===== src/rtl/core/pal_pkg.sv =====
package pal_pkg;

  localparam int CAPACITY = 256;
  localparam int ADDR_W   = $clog2(CAPACITY);
  localparam int CNT_W    = $clog2(CAPACITY + 1);
  localparam int ACT_W    = 3;
  localparam int POS_W    = 9;
  localparam int NAME_W   = 32;
  localparam int AGE_W    = 8;
  localparam int STAT_W   = 2;
  localparam int ENTRY_W  = NAME_W + AGE_W;
  // Wide enough for position, count and count+1 without wrapping.
  localparam int CMP_W    = ((CNT_W > POS_W) ? CNT_W : POS_W) + 1;

  typedef enum logic [ACT_W-1:0] {
    ACT_GET    = 3'd0,
    ACT_LOCATE = 3'd1,
    ACT_INSERT = 3'd2,
    ACT_DELETE = 3'd3,
    ACT_APPEND = 3'd4,
    ACT_CLEAR  = 3'd5
  } action_e;

  typedef enum logic [STAT_W-1:0] {
    ST_OK     = 2'd0,
    ST_BADPOS = 2'd1,
    ST_FULL   = 2'd2
  } status_e;

  typedef enum logic [2:0] {
    PTR_HOLD,
    PTR_ZERO,
    PTR_COUNT,
    PTR_POS,
    PTR_INC,
    PTR_DEC
  } ptr_op_e;

  typedef enum logic [2:0] {
    RD_NONE,
    RD_POS,
    RD_PTR,
    RD_PTR_DN,
    RD_PTR_UP
  } rd_sel_e;

  typedef enum logic [1:0] {
    WR_NONE,
    WR_COUNT_NEW,
    WR_POS_NEW,
    WR_PTR_MEM
  } wr_sel_e;

  typedef enum logic [1:0] {
    CNT_HOLD,
    CNT_INC,
    CNT_DEC,
    CNT_CLEAR
  } cnt_op_e;

  typedef struct packed {
    logic    req_load;
    ptr_op_e ptr_op;
    rd_sel_e rd_sel;
    wr_sel_e wr_sel;
    cnt_op_e cnt_op;
    logic    set_status;
    status_e status;
    logic    set_found;
    logic    capture_read;
    logic    out_load;
  } pal_cmd_t;

  typedef struct packed {
    logic [ACT_W-1:0] act;
    logic             bad_get;
    logic             bad_ins;
    logic             full;
    logic             ins_more;
    logic             del_more;
    logic             loc_end;
    logic             match;
    logic             out_free;
  } pal_sts_t;

endpackage


===== src/rtl/core/pal_ctrl.sv =====
module pal_ctrl
  import pal_pkg::*;
(
  input  logic     clk_i,
  input  logic     rst_ni,
  input  logic     in_valid_i,
  output logic     in_ready_o,
  input  pal_sts_t sts_i,
  output pal_cmd_t cmd_o
);

  localparam logic [3:0] S_IDLE     = 4'd0;
  localparam logic [3:0] S_DISPATCH = 4'd1;
  localparam logic [3:0] S_GET_WAIT = 4'd2;
  localparam logic [3:0] S_LOC_RD   = 4'd3;
  localparam logic [3:0] S_LOC_CMP  = 4'd4;
  localparam logic [3:0] S_INS_RD   = 4'd5;
  localparam logic [3:0] S_INS_WR   = 4'd6;
  localparam logic [3:0] S_DEL_RD   = 4'd7;
  localparam logic [3:0] S_DEL_WR   = 4'd8;
  localparam logic [3:0] S_OUT      = 4'd9;

  logic [3:0] state_q, state_d;
  pal_cmd_t   cmd;

  always_comb begin
    cmd        = '0;
    state_d    = state_q;
    in_ready_o = 1'b0;
    case (state_q)
      S_IDLE: begin
        in_ready_o = 1'b1;
        if (in_valid_i) begin
          cmd.req_load = 1'b1;
          state_d      = S_DISPATCH;
        end
      end
      S_DISPATCH: begin
        state_d = S_OUT;
        case (sts_i.act)
          ACT_GET: begin
            if (sts_i.bad_get) begin
              cmd.set_status = 1'b1;
              cmd.status     = ST_BADPOS;
            end else begin
              cmd.rd_sel = RD_POS;
              state_d    = S_GET_WAIT;
            end
          end
          ACT_LOCATE: begin
            cmd.ptr_op = PTR_ZERO;
            state_d    = S_LOC_RD;
          end
          ACT_INSERT: begin
            if (sts_i.bad_ins) begin
              cmd.set_status = 1'b1;
              cmd.status     = ST_BADPOS;
            end else if (sts_i.full) begin
              cmd.set_status = 1'b1;
              cmd.status     = ST_FULL;
            end else begin
              cmd.ptr_op = PTR_COUNT;
              state_d    = S_INS_RD;
            end
          end
          ACT_DELETE: begin
            if (sts_i.bad_get) begin
              cmd.set_status = 1'b1;
              cmd.status     = ST_BADPOS;
            end else begin
              cmd.ptr_op = PTR_POS;
              state_d    = S_DEL_RD;
            end
          end
          ACT_APPEND: begin
            if (sts_i.full) begin
              cmd.set_status = 1'b1;
              cmd.status     = ST_FULL;
            end else begin
              cmd.wr_sel = WR_COUNT_NEW;
              cmd.cnt_op = CNT_INC;
            end
          end
          ACT_CLEAR: begin
            cmd.cnt_op = CNT_CLEAR;
          end
          default: begin
          end
        endcase
      end
      S_GET_WAIT: begin
        cmd.capture_read = 1'b1;
        state_d          = S_OUT;
      end
      S_LOC_RD: begin
        if (sts_i.loc_end) begin
          state_d = S_OUT;
        end else begin
          cmd.rd_sel = RD_PTR;
          state_d    = S_LOC_CMP;
        end
      end
      S_LOC_CMP: begin
        if (sts_i.match) begin
          cmd.set_found = 1'b1;
          state_d       = S_OUT;
        end else begin
          cmd.ptr_op = PTR_INC;
          state_d    = S_LOC_RD;
        end
      end
      S_INS_RD: begin
        if (sts_i.ins_more) begin
          cmd.rd_sel = RD_PTR_DN;
          state_d    = S_INS_WR;
        end else begin
          cmd.wr_sel = WR_POS_NEW;
          cmd.cnt_op = CNT_INC;
          state_d    = S_OUT;
        end
      end
      S_INS_WR: begin
        cmd.wr_sel = WR_PTR_MEM;
        cmd.ptr_op = PTR_DEC;
        state_d    = S_INS_RD;
      end
      S_DEL_RD: begin
        if (sts_i.del_more) begin
          cmd.rd_sel = RD_PTR_UP;
          state_d    = S_DEL_WR;
        end else begin
          cmd.cnt_op = CNT_DEC;
          state_d    = S_OUT;
        end
      end
      S_DEL_WR: begin
        cmd.wr_sel = WR_PTR_MEM;
        cmd.ptr_op = PTR_INC;
        state_d    = S_DEL_RD;
      end
      S_OUT: begin
        if (sts_i.out_free) begin
          cmd.out_load = 1'b1;
          state_d      = S_IDLE;
        end
      end
      default: begin
        state_d = S_IDLE;
      end
    endcase
  end

  always_ff @(posedge clk_i or negedge rst_ni) begin
    if (!rst_ni) begin
      state_q <= S_IDLE;
    end else begin
      state_q <= state_d;
    end
  end

  assign cmd_o = cmd;

endmodule


===== config.mk =====
export PLATFORM = sky130hd
export DESIGN_NAME = pal_ctrl
export DESIGN_NICKNAME = d
export VERILOG_FILES = /design/src/rtl/core/pal_pkg.sv /design/src/rtl/core/pal_ctrl.sv
export SDC_FILE = /design/constraint.sdc
export NUM_CORES = 1
export LEC_CHECK = 0
export ABC_AREA = 1
export ABC_CLOCK_PERIOD_IN_PS = 1100
export BUFFER_PORTS_ARGS = -buffer_cell sky130_fd_sc_hd__buf_2
export CAP_MARGIN = 20
export CORE_UTILIZATION = 38
export DETAILED_ROUTE_END_ITERATION = 16
export PLACE_DENSITY = 0.73
export RECOVER_POWER = 50
export SETUP_SLACK_MARGIN = 0.05
export SYNTH_ARGS = -nofsm -noshare
export SYNTH_HDL_FRONTEND = slang
export SYNTH_SLANG_ARGS = --single-unit
export TNS_END_PERCENT = 10

===== constraint.sdc =====
create_clock -name clk_i -period 1.1 [get_ports clk_i]
set_clock_uncertainty 0.15 [all_clocks]
set_input_delay 0.11 -clock clk_i [delete_from_list [all_inputs] [get_ports clk_i]]
set_output_delay 0.11 -clock clk_i [all_outputs]
set_load 0.02 [all_outputs]

==> flow_metrics.tcl <==
set metrics [dict create \
    status "finished, violations left" \
    violations "negative setup slack" \
    period_minus_slack_ns 1.711 \
    hold_viol_final 0 \
    htreeDepth 1 \
    diodes 0 \
    path_max_fanout 5 \
    wirelength_um 2114 \
    syn_nets 121 \
    clk_pin_slew_ns 0.05 \
    grt_first_pass_wirelength_um 3305 \
    worst_setup_path_end_kind "primary output" \
    dp_slack_ns -0.3608 \
    path_delay_family "buffers and inverters" \
    setup-tns-final_ns -10.37 \
    finalSetupViolations 22 \
    timing.critical_path.buf_inv 4 \
    mostFrequentLayoutCell "nand2_1" \
    tightest_slew_ns 0.3436 \
    drc 0 \
    final_core_util 0.8002 \
    p_switching_mw 1.194 \
    worst_slack_ns -0.6109 \
    timing.rr.start "state_q[2]$_DFFE_PN0P_" \
    critPathLaunchType "flop" \
    grt_pass1_vias 797 \
    cts_root_buf "clkbuf_4" \
    hpwl_um 1597 \
    clock-sinks 4 \
    slowest_stage "dfrtp_1" \
    largest_registers "state_q (4)" \
    initial_core_util 0.4156 \
    ys_seq_elements 4 \
    gp_congestion 0.8170 \
    clkPwrFrac 0.088 \
    crit_start "state_q[2]$_DFFE_PN0P_" \
    rsz0062_at_grt "yes" \
    power.total_mw 2.301 \
    cts_tree "done" \
    gr-total-overflow 0 \
    swShare 0.5188 \
    p_int_mw 1.107 \
    port_buffers 31 \
    hp-class "in -> async" \
    avgViaCountPerCell 5.141 \
    peakVddDrop_uv 1114 \
    gr-usage-all-layers 0.3055 \
    placed_cell_area_um2 913.4 \
    antenna_found_initial 0 \
    io-pin-count 32 \
    netlist_area_um2 554.3 \
    finalMaxSlewViolations 0 \
    max-slew-margin-rel 0.7699 \
    grt_max_degree 6 \
    r2r_slack_ns -0.39 \
    ys_warn_count 0 \
    cap_violations 0 \
    avgSynthCellArea_um2 5.180 \
    max_stage_delay_ns 0.42 \
    regMostFlops "state_q" \
    critPathRequiredTime_ns 0.84 \
    die_h_um 40.19 \
    syn2layout_area_growth_pct 92.55 \
    die-area_mm2 0.001615 \
    arrival_ns 1.45 \
    placed_cells 170 \
    synthCells 107 \
    final-seq-area_um2 102.6 \
    fmax_mhz 584.5 \
    die_w_um 40.19 \
    layoutNonFillerInstCount 177 \
    multi_input_area_um2 478.0 \
    cpMostUsedCell "buf_4" \
    yosysUniqueCellTypes 19 \
    via_count 910 \
    powerDensity_mw_per_mm2 2156 \
    wl_per_cell_um 11.94 \
    rows 13 \
    min_period_over_period 1.555 \
    fill_cells 96 \
    cts_max_path_buffers 2 \
    largest_reg_flops 4 \
    dr.first_iter.drc_count 17 \
    stdcell_area_mm2 0.001067 \
    cts-buffers-inserted 3 \
    leakage_nw 0.6439 \
    seq_power_share 0.135 \
    comb_power_share 0.777 \
    whs_ns 0.07690 \
    fin_nets 178 \
    crit_chain "inv_2, nand2_2, nor2_4, buf_4, nand2_1, inv_1, buf_4" \
    drive_gt1_frac 0.5247 \
    mostFrequentLayoutCells "nand2_1 (28), buf_4 (27), buf_2 (18)" \
    clkLatencyLatePin_ns 0.25 \
    ant_nets 0 \
    coreArea_mm2 0.001334 \
    first_pass_iters 4 \
    yosysSeqAreaShare 0.1806 \
    setup.worst_path.class "reg -> out" \
]
==> power by group through the flow <==
| stage | clock network, mW | registers (mW) | logic (mW) |
|---|---|---|---|
| after floorplan | 0 | 0.271 | 0.893 |
| after global placement | 0 | 0.268 | 1.40 |
| after detailed placement | 0 | 0.272 | 1.43 |
| after CTS | 0.192 | 0.307 | 1.71 |
| after global routing | 0.203 | 0.313 | 1.94 |
| final | 0.203 | 0.310 | 1.79 |
==> routing by layer <==
layer,vias to the layer above,GRT usage,routed length [um]
met5,-,0,0
met4,0,0.1500,74
met3,9,0.06111,83
met2,31,0.5484,1057
met1,420,0.3377,900
li1,450,-,-
==> worst register-to-register path: stages (launching register included) <==
cell      delay [ns]
dfrtp_1         0.42
inv_2           0.09
nand2_2         0.09
nor2_4          0.05
buf_4           0.14
buf_4           0.14
nand2_2         0.05
nand3_1         0.06
o21bai_1        0.12
nand2_1         0.06
==> Yosys cell counts (all sizes together) <==
master / n / area [um2]
nand2: 37 / 143.9
o21ai: 6 / 30.03
inv: 22 / 82.57
o21bai: 1 / 7.510
nand4: 4 / 25.02
nand3b: 1 / 7.510
a21oi: 1 / 5.000
nand3: 9 / 45.04
a31oi: 1 / 6.260
dfrtp: 4 / 100.1
nor3: 1 / 5.000
nor4: 1 / 6.260
nor2: 18 / 82.58
o211ai: 1 / 7.510
==> logic make-up after synthesis <==
logic type / count (synthesis) / share of synthesized area
flops: 4 / 0.1806
buf+inv: 22 / 0.1490
compound gates: 10 / 0.1016
simple gates: 71 / 0.5688
==> timing repair <==
action,CTS,global route
endpoints found under the setup margin,22,22
hold endpoints to repair,4,0
hold buffers,1,0
resized for setup,32,3
setup buffers,3,0
pin swaps,7,2
==> path summary, 6_finish.rpt <==
check,endpoint,cells after the start
worst max-delay path,cmd_o[14],7
worst min-delay path,state_q[2]$_DFFE_PN0P_,2
worst max register to register,state_q[0]$_DFFE_PN0P_,9
worst min register to register,state_q[0]$_DFFE_PN0P_,3
max in group asynchronous,state_q[0]$_DFFE_PN0P_,2
min in group clk_i,state_q[3]$_DFFE_PN0P_,5
==> layout make-up <==
cell class	instances	area share
Timing Repair Buffer	52	0.3400
Sequential cell	4	0.09613
Tap cell	15	0.01759
Clock buffer	3	0.02110
Multi-Input combinational cell	81	0.4478
Inverter	22	0.07737
Power figures use the tool's default switching activity.
